### src/hw/rtl/cns_pkg.sv
// Package for the tone-generator voice: payload structs, codes, constants
// and the elaboration-time sine table. No dependencies.
`timescale 1ns / 1ps
`default_nettype none

package cns_pkg;

  localparam int SINE_TABLE_DEPTH = 256;
  localparam int SINE_BITS        = $clog2(SINE_TABLE_DEPTH);
  localparam int PHASE_BITS       = 32;
  localparam logic [31:0] PHASE_MASK =
    32'(~((33'(1) << (32 - PHASE_BITS)) - 33'(1)) & 33'hFFFF_FFFF);

  localparam int CFG_ADDR_W = 3;
  localparam int CFG_DATA_W = 32;
  localparam logic REG_FADE_MAX = 1'b0;     // register index, taken from paddr[2]
  localparam logic [11:0] FADE_MAX_RESET = 12'd220;

  localparam logic MODE_TICK  = 1'b0;
  localparam logic MODE_START = 1'b1;
  localparam logic SHAPE_MIX  = 1'b0;
  localparam logic SHAPE_TRI  = 1'b1;

  localparam logic [15:0] MIX_SQUARE = 16'd22938;   // 0.7 in Q15
  localparam logic [13:0] MIX_SINE   = 14'd9830;    // 0.3 in Q15
  localparam logic [15:0] GAIN_Q15   = 16'd32767;
  localparam logic [63:0] HALF_PI_Q30 = 64'd1686629713;

  typedef struct packed {
    logic        mode;
    logic [31:0] phase_step;
    logic [15:0] note_samples;
    logic [15:0] level;
    logic        wave_shape;
  } cns_in_t;

  typedef struct packed {
    logic signed [15:0] sample;
    logic               last;
  } cns_out_t;

  typedef logic [SINE_TABLE_DEPTH-1:0][15:0] sine_tab_t;

  // Quarter-wave Taylor series in Q30, evaluated at elaboration only.
  function automatic logic [15:0] sine_entry(input int unsigned k);
    logic [63:0] f;
    logic [63:0] g;
    logic [63:0] x;
    logic [63:0] x2;
    logic [63:0] term;
    logic signed [63:0] sum;
    logic neg;
    f = (64'(k) << 32) / SINE_TABLE_DEPTH;
    neg = 1'b0;
    if (f < (64'd1 << 30)) begin
      g = f;
    end else if (f < (64'd1 << 31)) begin
      g = (64'd1 << 31) - f;
    end else if (f < (64'd3 << 30)) begin
      g = f - (64'd1 << 31);
      neg = 1'b1;
    end else begin
      g = (64'd1 << 32) - f;
      neg = 1'b1;
    end
    x  = (g * HALF_PI_Q30) >> 30;
    x2 = (x * x) >> 30;
    term = x;
    sum  = $signed(x);
    term = ((term * x2) >> 30) / 64'd6;
    sum  = sum - $signed(term);
    term = ((term * x2) >> 30) / 64'd20;
    sum  = sum + $signed(term);
    term = ((term * x2) >> 30) / 64'd42;
    sum  = sum - $signed(term);
    term = ((term * x2) >> 30) / 64'd72;
    sum  = sum + $signed(term);
    term = ((term * x2) >> 30) / 64'd110;
    sum  = sum - $signed(term);
    if (sum < 0) sum = 0;
    sum = (sum + 64'sd16384) >>> 15;
    if (sum > 64'sd32767) sum = 64'sd32767;
    if (neg) sum = -sum;
    return sum[15:0];
  endfunction

  function automatic sine_tab_t build_sine();
    sine_tab_t tab;
    for (int unsigned k = 0; k < SINE_TABLE_DEPTH; k++) begin
      tab[k] = sine_entry(k);
    end
    return tab;
  endfunction

  localparam sine_tab_t SINE_TAB = build_sine();

endpackage

`default_nettype wire

### src/hw/rtl/chiptune_note_synthesizer_top.sv
// Tone-generator voice: phase accumulator, square/sine or triangle wave,
// linear fade envelope. Uses cns_pkg (types, constants, sine table).
// Sequencing: a start item is registered when accepted; a tick item holds
//   the input through 3 passes of the shared 48x16 multiplier, 16 restoring
//   divide steps and 1 saturate, and its sample then waits in ST_OUT while an
//   older sample is unaccepted. No new item is taken until the sample is out.
// Reset: synchronous, active low; no note playing, fade_max_samples = 220.
`timescale 1ns / 1ps
`default_nettype none

module chiptune_note_synthesizer_top (
  input  wire logic                          clk,
  input  wire logic                          rst_n,
  input  wire logic                          in_valid,
  output      logic                          in_ready,
  input  wire cns_pkg::cns_in_t              in_data,
  output      logic                          out_valid,
  input  wire logic                          out_ready,
  output      cns_pkg::cns_out_t             out_data,
  input  wire logic                          psel,
  input  wire logic                          penable,
  input  wire logic                          pwrite,
  input  wire logic [cns_pkg::CFG_ADDR_W-1:0] paddr,
  input  wire logic [cns_pkg::CFG_DATA_W-1:0] pwdata,
  output      logic [cns_pkg::CFG_DATA_W-1:0] prdata,
  output      logic                          pready
);

  typedef enum logic [2:0] {
    ST_IDLE, ST_MUL1, ST_MUL2, ST_MUL3, ST_DIV, ST_OUT
  } state_t;

  state_t            state_r, state_nxt;
  logic [11:0]       fade_max_r, fade_max_nxt;
  logic [31:0]       phase_acc_r, phase_acc_nxt;
  logic [31:0]       step_hold_r, step_hold_nxt;
  logic [15:0]       sample_index_r, sample_index_nxt;
  logic [15:0]       length_hold_r, length_hold_nxt;
  logic [15:0]       level_hold_r, level_hold_nxt;
  logic              shape_hold_r, shape_hold_nxt;
  logic [11:0]       fade_len_r, fade_len_nxt;
  logic              note_active_r, note_active_nxt;
  // per-sample working registers
  logic              neg_r, neg_nxt;       // sign of the wave value
  logic [11:0]       n_r, n_nxt;           // envelope numerator
  logic              last_r, last_nxt;
  logic [59:0]       acc_r, acc_nxt;       // running product
  logic [11:0]       rem_r, rem_nxt;
  logic [15:0]       quo_r, quo_nxt;
  logic [3:0]        cnt_r, cnt_nxt;
  logic              out_valid_r, out_valid_nxt;
  cns_pkg::cns_out_t out_data_r, out_data_nxt;

  // ---------------------------------------------------------------------
  // Wave value from the current phase, looked up in the accept cycle.
  // ---------------------------------------------------------------------
  logic [cns_pkg::SINE_BITS-1:0] sine_idx;
  logic signed [15:0]            sine_val;
  logic [14:0]                   sine_abs;
  logic [28:0]                   sine_prod;
  logic signed [17:0]            sine_part;
  logic signed [17:0]            square_part;
  logic [31:0]                   tri_d;
  logic signed [17:0]            wave_val;
  logic [16:0]                   wave_mag;

  always_comb begin
    sine_idx  = phase_acc_r[31 -: cns_pkg::SINE_BITS];
    sine_val  = $signed(cns_pkg::SINE_TAB[sine_idx]);
    // table is limited to +-32767, so the magnitude fits 15 bits
    sine_abs  = sine_val[15] ? 15'(-sine_val) : sine_val[14:0];
    sine_prod = 29'(sine_abs) * 29'(cns_pkg::MIX_SINE);
    // truncate toward zero: shift the magnitude, then restore the sign
    sine_part = sine_val[15] ? -$signed({4'b0, sine_prod[28:15]})
                             :  $signed({4'b0, sine_prod[28:15]});
    square_part = phase_acc_r[31] ? -$signed({2'b0, cns_pkg::MIX_SQUARE})
                                  :  $signed({2'b0, cns_pkg::MIX_SQUARE});
    tri_d = phase_acc_r[31] ? (phase_acc_r - 32'h8000_0000)
                            : (32'h8000_0000 - phase_acc_r);
    if (step_hold_r == 32'd0) begin
      wave_val = '0;                                  // rest
    end else if (shape_hold_r == cns_pkg::SHAPE_TRI) begin
      wave_val = $signed({1'b0, tri_d[31:15]}) - 18'sd32768;
    end else begin
      wave_val = square_part + sine_part;
    end
    wave_mag = wave_val[17] ? 17'(-wave_val) : wave_val[16:0];
  end

  // Envelope numerator and end-of-note flag for the current index.
  logic [16:0] i_plus_f;
  logic [16:0] i_plus_1;
  logic [15:0] n_wide;

  always_comb begin
    i_plus_f = {1'b0, sample_index_r} + 17'(fade_len_r);
    i_plus_1 = {1'b0, sample_index_r} + 17'd1;
    if (i_plus_f > {1'b0, length_hold_r}) begin
      n_wide = length_hold_r - sample_index_r;        // fade-out wins
    end else if (sample_index_r < 16'(fade_len_r)) begin
      n_wide = sample_index_r;
    end else begin
      n_wide = 16'(fade_len_r);
    end
  end

  // Fade length for a new note: min(register, half the note), at least 1.
  logic [14:0] half_len;
  logic [11:0] fade_pick;

  always_comb begin
    half_len  = in_data.note_samples[15:1];
    fade_pick = (15'(fade_max_r) < half_len) ? fade_max_r : half_len[11:0];
    if (15'(fade_max_r) >= half_len && half_len[14:12] != 3'b0) begin
      fade_pick = fade_max_r;
    end
    if (fade_pick == 12'd0) begin
      fade_pick = 12'd1;
    end
  end

  // ---------------------------------------------------------------------
  // Shared multiplier: 48 x 16, operand b picked by the sequencer.
  // ---------------------------------------------------------------------
  logic [15:0] mul_b;
  logic [63:0] mul_prod;

  always_comb begin
    case (state_r)
      ST_MUL1: mul_b = level_hold_r;
      ST_MUL2: mul_b = {4'b0, n_r};
      ST_MUL3: mul_b = cns_pkg::GAIN_Q15;
      default: mul_b = 16'd0;
    endcase
    mul_prod = 64'(acc_r[47:0]) * 64'(mul_b);
  end

  // Restoring divide step: quotient fits 16 bits because n <= F.
  logic [12:0] div_shift;
  logic        div_ge;

  always_comb begin
    div_shift = {rem_r, quo_r[15]};
    div_ge    = div_shift >= {1'b0, fade_len_r};
  end

  // Saturation of the signed quotient.
  logic [15:0] sat_sample;

  always_comb begin
    if (!neg_r) begin
      sat_sample = quo_r[15] ? 16'h7FFF : quo_r;
    end else if (quo_r > 16'h8000) begin
      sat_sample = 16'h8000;
    end else begin
      sat_sample = -quo_r;
    end
  end

  // ---------------------------------------------------------------------
  // Sequencer and state update
  // ---------------------------------------------------------------------
  logic in_fire;
  logic cfg_write;

  assign in_ready  = (state_r == ST_IDLE);
  assign in_fire   = in_valid && in_ready;
  assign cfg_write = psel && penable && pwrite && pready;

  always_comb begin
    state_nxt        = state_r;
    fade_max_nxt     = fade_max_r;
    phase_acc_nxt    = phase_acc_r;
    step_hold_nxt    = step_hold_r;
    sample_index_nxt = sample_index_r;
    length_hold_nxt  = length_hold_r;
    level_hold_nxt   = level_hold_r;
    shape_hold_nxt   = shape_hold_r;
    fade_len_nxt     = fade_len_r;
    note_active_nxt  = note_active_r;
    neg_nxt          = neg_r;
    n_nxt            = n_r;
    last_nxt         = last_r;
    acc_nxt          = acc_r;
    rem_nxt          = rem_r;
    quo_nxt          = quo_r;
    cnt_nxt          = cnt_r;
    out_valid_nxt    = out_valid_r && !out_ready;
    out_data_nxt     = out_data_r;

    if (cfg_write && paddr[2] == cns_pkg::REG_FADE_MAX) begin
      fade_max_nxt = pwdata[11:0];
    end

    case (state_r)
      ST_IDLE: begin
        if (in_fire) begin
          if (in_data.mode == cns_pkg::MODE_START) begin
            step_hold_nxt    = in_data.phase_step & cns_pkg::PHASE_MASK;
            length_hold_nxt  = in_data.note_samples;
            level_hold_nxt   = in_data.level;
            shape_hold_nxt   = in_data.wave_shape;
            phase_acc_nxt    = '0;
            sample_index_nxt = '0;
            fade_len_nxt     = fade_pick;
            note_active_nxt  = (in_data.note_samples != 16'd0);
          end else if (note_active_r) begin
            // latch this sample's inputs, then advance the note
            neg_nxt          = wave_val[17];
            acc_nxt          = 60'(wave_mag);
            n_nxt            = n_wide[11:0];
            last_nxt         = (i_plus_1 >= {1'b0, length_hold_r});
            sample_index_nxt = i_plus_1[15:0];
            phase_acc_nxt    = (phase_acc_r + step_hold_r) & cns_pkg::PHASE_MASK;
            if (i_plus_1 >= {1'b0, length_hold_r}) begin
              note_active_nxt = 1'b0;
            end
            state_nxt = ST_MUL1;
          end
        end
      end
      ST_MUL1: begin
        acc_nxt   = mul_prod[59:0];                 // |v| * level
        state_nxt = ST_MUL2;
      end
      ST_MUL2: begin
        acc_nxt   = mul_prod[59:0];                 // * n
        state_nxt = ST_MUL3;
      end
      ST_MUL3: begin
        // * 32767, then drop 2^31; top bit is always zero here
        rem_nxt   = mul_prod[58:47];
        quo_nxt   = mul_prod[46:31];
        cnt_nxt   = '0;
        state_nxt = ST_DIV;
      end
      ST_DIV: begin
        rem_nxt = div_ge ? 12'(div_shift - {1'b0, fade_len_r}) : div_shift[11:0];
        quo_nxt = {quo_r[14:0], div_ge};
        cnt_nxt = cnt_r + 4'd1;
        if (cnt_r == 4'd15) begin
          state_nxt = ST_OUT;
        end
      end
      ST_OUT: begin
        // hold here only while an older sample still waits
        if (!out_valid_r || out_ready) begin
          out_valid_nxt       = 1'b1;
          out_data_nxt.sample = $signed(sat_sample);
          out_data_nxt.last   = last_r;
          state_nxt           = ST_IDLE;
        end
      end
      default: begin
        state_nxt = ST_IDLE;
      end
    endcase
  end

  always_ff @(posedge clk) begin
    if (!rst_n) begin
      state_r        <= ST_IDLE;
      fade_max_r     <= cns_pkg::FADE_MAX_RESET;
      phase_acc_r    <= '0;
      step_hold_r    <= '0;
      sample_index_r <= '0;
      length_hold_r  <= '0;
      level_hold_r   <= '0;
      shape_hold_r   <= 1'b0;
      fade_len_r     <= 12'd1;
      note_active_r  <= 1'b0;
      out_valid_r    <= 1'b0;
    end else begin
      state_r        <= state_nxt;
      fade_max_r     <= fade_max_nxt;
      phase_acc_r    <= phase_acc_nxt;
      step_hold_r    <= step_hold_nxt;
      sample_index_r <= sample_index_nxt;
      length_hold_r  <= length_hold_nxt;
      level_hold_r   <= level_hold_nxt;
      shape_hold_r   <= shape_hold_nxt;
      fade_len_r     <= fade_len_nxt;
      note_active_r  <= note_active_nxt;
      out_valid_r    <= out_valid_nxt;
    end
    neg_r      <= neg_nxt;
    n_r        <= n_nxt;
    last_r     <= last_nxt;
    acc_r      <= acc_nxt;
    rem_r      <= rem_nxt;
    quo_r      <= quo_nxt;
    cnt_r      <= cnt_nxt;
    out_data_r <= out_data_nxt;
  end

  assign out_valid = out_valid_r;
  assign out_data  = out_data_r;
  assign pready    = 1'b1;
  assign prdata    = (paddr[2] == cns_pkg::REG_FADE_MAX) ?
                     {{(cns_pkg::CFG_DATA_W-12){1'b0}}, fade_max_r} : '0;

endmodule

`default_nettype wire

### config.mk
export PLATFORM = sky130hd
export DESIGN_NAME = chiptune_note_synthesizer_top
export DESIGN_NICKNAME = d
export VERILOG_FILES = /design/src/hw/rtl/cns_pkg.sv /design/src/hw/rtl/chiptune_note_synthesizer_top.sv
export SDC_FILE = /design/constraint.sdc
export NUM_CORES = 2
export LEC_CHECK = 0
export BUFFER_PORTS_ARGS = -buffer_cell sky130_fd_sc_hd__buf_2
export CORE_MARGIN = 2
export CORE_UTILIZATION = 37
export DETAILED_ROUTE_END_ITERATION = 16
export SYNTH_ARGS = -nofsm -noshare
export SYNTH_HDL_FRONTEND = slang
export SYNTH_SLANG_ARGS = --single-unit
export TNS_END_PERCENT = 50
### constraint.sdc
create_clock -name clk -period 12.45 [get_ports clk]
set_clock_uncertainty 0.05 [all_clocks]
set_input_delay 0 -clock clk [delete_from_list [all_inputs] [get_ports clk]]
set_output_delay 0 -clock clk [all_outputs]
set_load 0.02 [all_outputs]
; After elaboration in Yosys (flattened, before gate mapping)
; Memories as Yosys holds them, arrays and structs flattened. A register that Yosys moved wholly into a read port is not among the register bits.
; Cells that the tools add are included.
[word_totals]
register_bits = 253
output_inout_bits = 52
romBits = 4096
n_memories = 1
[op_classes]
addsub = 14
mux = 43
n_reduce_logical = 25
mul = 2
order_cmp = 8
n_bitwise = 2
eq_ne = 11
[memory_table]
columns = memory, words, width, rd, rd_clocked_by_memory_dff, wr, line_no
row1 = (name not given), 256, 16, 1, 1, 0, chiptune_note_synthesizer_top.sv:69  ; sine_val = $signed(cns_pkg::SINE_TAB[sine_idx]);
[op_table]
columns = op, count
row1 = 2-to-1 mux 48 bit, 3
row2 = 2-to-1 mux 32 bit, 3
row3 = one-hot mux 48 bit (2 select lines), 1
row4 = 2-to-1 mux 12 bit, 7
row5 = 2-to-1 mux 16 bit, 5
row6 = 2-to-1 mux 18 bit, 4
row7 = multiplier 48 x 16 -> 59 bit, 1
row8 = one-hot mux 16 bit (3 select lines), 1
row9 = adder 32 bit, 1
row10 = zero test 32 bit, 1
row11 = one-hot mux 16 bit (2 select lines), 1
row12 = "subtractor 32 bit, first input constant", 1
row13 = "subtractor 32 bit, second input constant", 1
row14 = 2-to-1 mux 15 bit, 2
row15 = "multiplier 15 x 13 -> 28 bit, second input constant", 1
row16 = one-hot mux 12 bit (2 select lines), 1
row17 = subtractor 12 bit, 2
row18 = adder 18 bit, 1
row19 = negation 14 -> 18 bit, 1
row20 = one-hot mux 3 bit (6 select lines), 1
row21 = "subtractor 17 x 16 -> 18 bit, second input constant", 1
row22 = "adder 16 x 1 -> 17 bit, second input constant", 1
row23 = adder 16 x 12 -> 17 bit, 1
row24 = >= comparator 17 x 16 -> 1 bit, 1
row25 = 36 further kinds, 62

; Depth between registers and ports, before layout
[logic_depth]
ltp_word = 16
mapped_depth = 42

; Worst setup path after synthesis
; No wires, ideal clock.
[synth_path]
path_kind = reg-to-reg
from = register, netlist name sine_val[15]
to = register acc_r[16] (data pin)
required_time_ns = 12.220
arrival_time_ns = 8.757
stages_incl_launch_ff = 39
synth_period_minus_slack_ns = 8.987
setup_ns = 0.180
setup_slack_ns = 3.463
cell_sequence = dfxtp_1 -> clkbuf_1 -> clkbuf_1 -> nand2_1 -> nand2_1 -> xor2_1 -> ha_1 -> fa_1 -> inv_1 -> fa_1 -> inv_1 -> fa_1 -> inv_1 -> fa_1 -> inv_1 -> ha_1 -> and3_1 -> nor3b_2 -> [... 3 more ...] -> nor2b_1 -> a22o_1 -> nand2_1 -> o21ai_0 -> xnor2_1 -> ha_1 -> a21oi_1 -> nand2b_1 -> a31oi_1 -> o21a_1 -> or3_1 -> a32oi_1 -> a41oi_1 -> or4_4 -> nor3b_2 -> and3b_1 -> nor3_1 -> o41ai_2
[synth_rtl]
columns = item, line_no
row1 = "end signal, assigned", chiptune_note_synthesizer_top.sv:289  ; acc_r <= acc_nxt;
row2 = "end, declared", chiptune_note_synthesizer_top.sv:47  ; logic [59:0] acc_r, acc_nxt;

==> impl_metrics.json <==
{
  "status": "finished, final reports clean",
  "worstPathMaxFanout": 6,
  "start_util_pct": 37.2,
  "portBuffers": 116,
  "leakage_nw": 22.1,
  "synth-seq-cells": 269,
  "rsz0062_at_grt": "no",
  "cts-htree-levels": 2,
  "min_path_cells": 4,
  "clk_path_buf_depth": 3,
  "syn_area_um2": 48200,
  "ys.flop_type": "dfxtp_1",
  "die_h_um": 365,
  "area_growth_pct": 8.74,
  "slew_headroom_pct": 19.2,
  "grt_usage_pct": 23.8,
  "r2r_cells": 38,
  "rows": 132,
  "hold_viol": 0,
  "firstDrtPassIters": 9,
  "seq_area_frac_synth_pct": 13.5,
  "drv_cap": 0,
  "die_w_um": 365,
  "vias_per_cell": 5.57,
  "drive_gt1_share_pct": 5.80,
  "reg2reg_to": "acc_r[15]",
  "cp.required_ns": 12.66,
  "drtIter0Drc": 3195,
  "finalPower_w": 0.00263,
  "cts_buffers": 35,
  "fin_crit_sh_pct": 81.1,
  "fin_tns_setup_ns": 0,
  "slew_violations": 0,
  "drt_wl_total_um": 159000,
  "n_fill_cell": 13259,
  "antenna_found_initial": 4,
  "ys_warn_count": 0,
  "cp_slowest_stage_delay_ns": 0.59,
  "place_hpwl_um": 119000,
  "vdd_ir_drop_max_uv": 95.2,
  "grt_pass1_wl_um": 249000,
  "finalCriticalPeriod_ns": 10.09,
  "drc": 0,
  "n_antenna_cell": 0,
  "p_per_area_nw_per_um2": 50.2,
  "synth-async-reset-ratio_pct": 0,
  "setup-violations-final": 0,
  "crit_top_cell": "nand2_1",
  "grt_overflow": 0,
  "worstHoldStart": "penable",
  "globalplace.congestion": 0.961,
  "cp-start-kind": "register",
  "crit_arrival_ns": 10.30,
  "synth_edf_count": 111,
  "criticalPathCategory": "register to register",
  "clockRootBuffer": "clkbuf_16",
  "r2r_start": "sine_val[6]",
  "num_vias": 42361,
  "grt_pass1_vias": 42773,
  "clock_latency_ns": 0.58,
  "hold_end": "fade_max_r[11]",
  "cp-end-kind": "register",
  "cts_setup_buffers": 0,
  "antenna_left": 0,
  "cts_tree": "yes",
  "yosysUniqueCellTypes": 108,
  "hold_path_class": "input pin to register",
  "fmax_mhz": 99.1,
  "r2r_slack_ns": 2.36,
  "coreArea_um2": 129000,
  "clkSinkCount": 269,
  "tightest_slew_ns": 1.21,
  "final_nets": 6986,
  "clkSlewWorstSetupHoldPaths_ns": 0.06,
  "critPathSlowestCell": "or4_4",
  "io_pins": 160,
  "grt_max_degree": 87,
  "wl_per_cell_um": 20.9,
  "syn_area_per_cell_um2": 8.25,
  "syn_inst": 5844,
  "dieArea_um2": 133000
}
## stage by stage
step / cell area, µm² / utilization [%] / hold WS (ns) / std cells / worst slack (ns)
final: 52500 / 40.5 / 0.0202 / 7606 / 2.36
after global routing: 52500 / 40.5 / 0.0691 / 7606 / 1.63
after CTS: 52500 / 40.5 / 0.0102 / 7606 / 2.45
after detailed placement: 50500 / 39.0 / 0.166 / 7456 / 2.53
after global placement: 50500 / 39.0 / 0.161 / 7456 / 2.57
after floorplan: 48300 / - / 0.0281 / 5863 / 3.46
## synthesized netlist by cell type, types with 96 or more instances
cell type	number	share of area, %
fa_1	690	29
ha_1	351	9.1
a21oi_1	353	3.7
edfxtp_1	111	6.9
clkbuf_1	285	2.2
o21ai_0	250	2.6
nor2_1	296	2.3
nand2_1	912	7.1
nand3_1	96	1.0
inv_1	779	6.1
xnor2_1	128	2.3
and2_1	285	3.7
dfxtp_1	158	6.6
## report_power, final
part,switching [W],internal [W],total [W]
combinational,0.000383,0.000242,0.000626
sequential,0.0000661,0.000950,0.00102
clock,0.000426,0.000567,0.000993
## per-layer routing
metal,track usage (%),wire length [µm],part of all wire [%],vias to the layer above
met5,0,27,0.017,-
met4,8.90,6500,4.1,4
met3,3.32,11500,7.2,368
met2,38.9,72800,46,1651
met1,32.1,68200,43,21020
li1,-,-,-,19318
## worst max-delay path, delay by kind of cell, from the launching register on
family          cells  cell delay, ns
buf+inv             4            0.20
flops               1            0.34
xor+xnor            3            0.83
simple gates       13            2.97
fa+ha+maj           7            2.98
compound gates     11            2.40
## cell type report
| cell class | instances | area, µm² | area share, % |
|---|---|---|---|
| Multi-Input combinational cell | 4459 | 37700 | 71.8 |
| Sequential cell | 269 | 6500 | 12.4 |
| Inverter | 788 | 2960 | 5.64 |
| Tap cell | 1742 | 2180 | 4.16 |
| Timing Repair Buffer | 284 | 2060 | 3.92 |
| Clock buffer | 48 | 997 | 1.90 |
| Clock inverter | 16 | 106 | 0.203 |
## sequential cells by signal, indices dropped and copies added, names as in the netlist
register,count
cnt_r,4
level_hold_r,16
last_r,1
quo_r,16
neg_r,1
out_valid,1
sine_val,16
out_data,17
phase_acc_r,32
fade_len_r,12
fade_max_r,12
n_r,12
sample_index_r,16
acc_r,48
rem_r,12
note_active_r,1
step_hold_r,32
state_r,3
shape_hold_r,1
length_hold_r,16
## worst max-delay path by stage
stage,startpoint,to,slack [ns],cells after the start
finish,sine_val[6],acc_r[15],2.36,38
global route,sine_val[6],acc_r[15],1.63,38
CTS,sine_val[6],acc_r[16],2.45,38
detailed placement,sine_val[6],acc_r[15],2.53,38
global placement,sine_val[6],acc_r[16],2.57,38
floorplan,sine_val[15],acc_r[16],3.46,38
## kinds of logic (layout without fill, tap and decap cells)
group	count (synthesis)	after routing	synth area share, %
buffers and inverters	1135	1136	9.06
and+or+nand+nor	1945	1945	18.8
DFF	269	269	13.5
other	2	21	0.0156
adders and majority gates	1041	1041	37.7
AOI/OAI and AO/OA	1218	1218	16.5
xor gates and xnor gates	186	186	3.39
muxes	48	48	1.01
## layout by cell type, fill, tap and decap left out, types with 17 or more instances in the layout
cell / instances
fa_1: 690
o21bai_1: 19
a31oi_1: 50
inv_1: 779
nand2_1: 912
edfxtp_1: 111
conb_1: 21
o311ai_0: 22
nor2b_1: 37
or3_1: 35
nand4_1: 27
o21ai_0: 246
a22oi_1: 39
buf_4: 82
nor4_1: 30
nor2_1: 292
o22ai_1: 17
nor3_1: 77
a211oi_1: 60
mux2i_1: 42
nand2b_1: 37
a21o_1: 80
a221oi_1: 18
dfxtp_1: 157
and2_1: 285
o31ai_1: 29
xnor2_1: 128
o21a_1: 40
nand3_1: 95
and3_1: 42
clkbuf_16: 37
buf_2: 116
dlygate4sd3_1: 86
ha_1: 351
xor2_1: 57
o211ai_1: 39
a21oi_1: 340
## what timing repair did
action,CTS,global route
hold buffers,86,0
hold endpoints to repair,94,0
resized for setup,0,0
(Power assumes the default switching activity.)
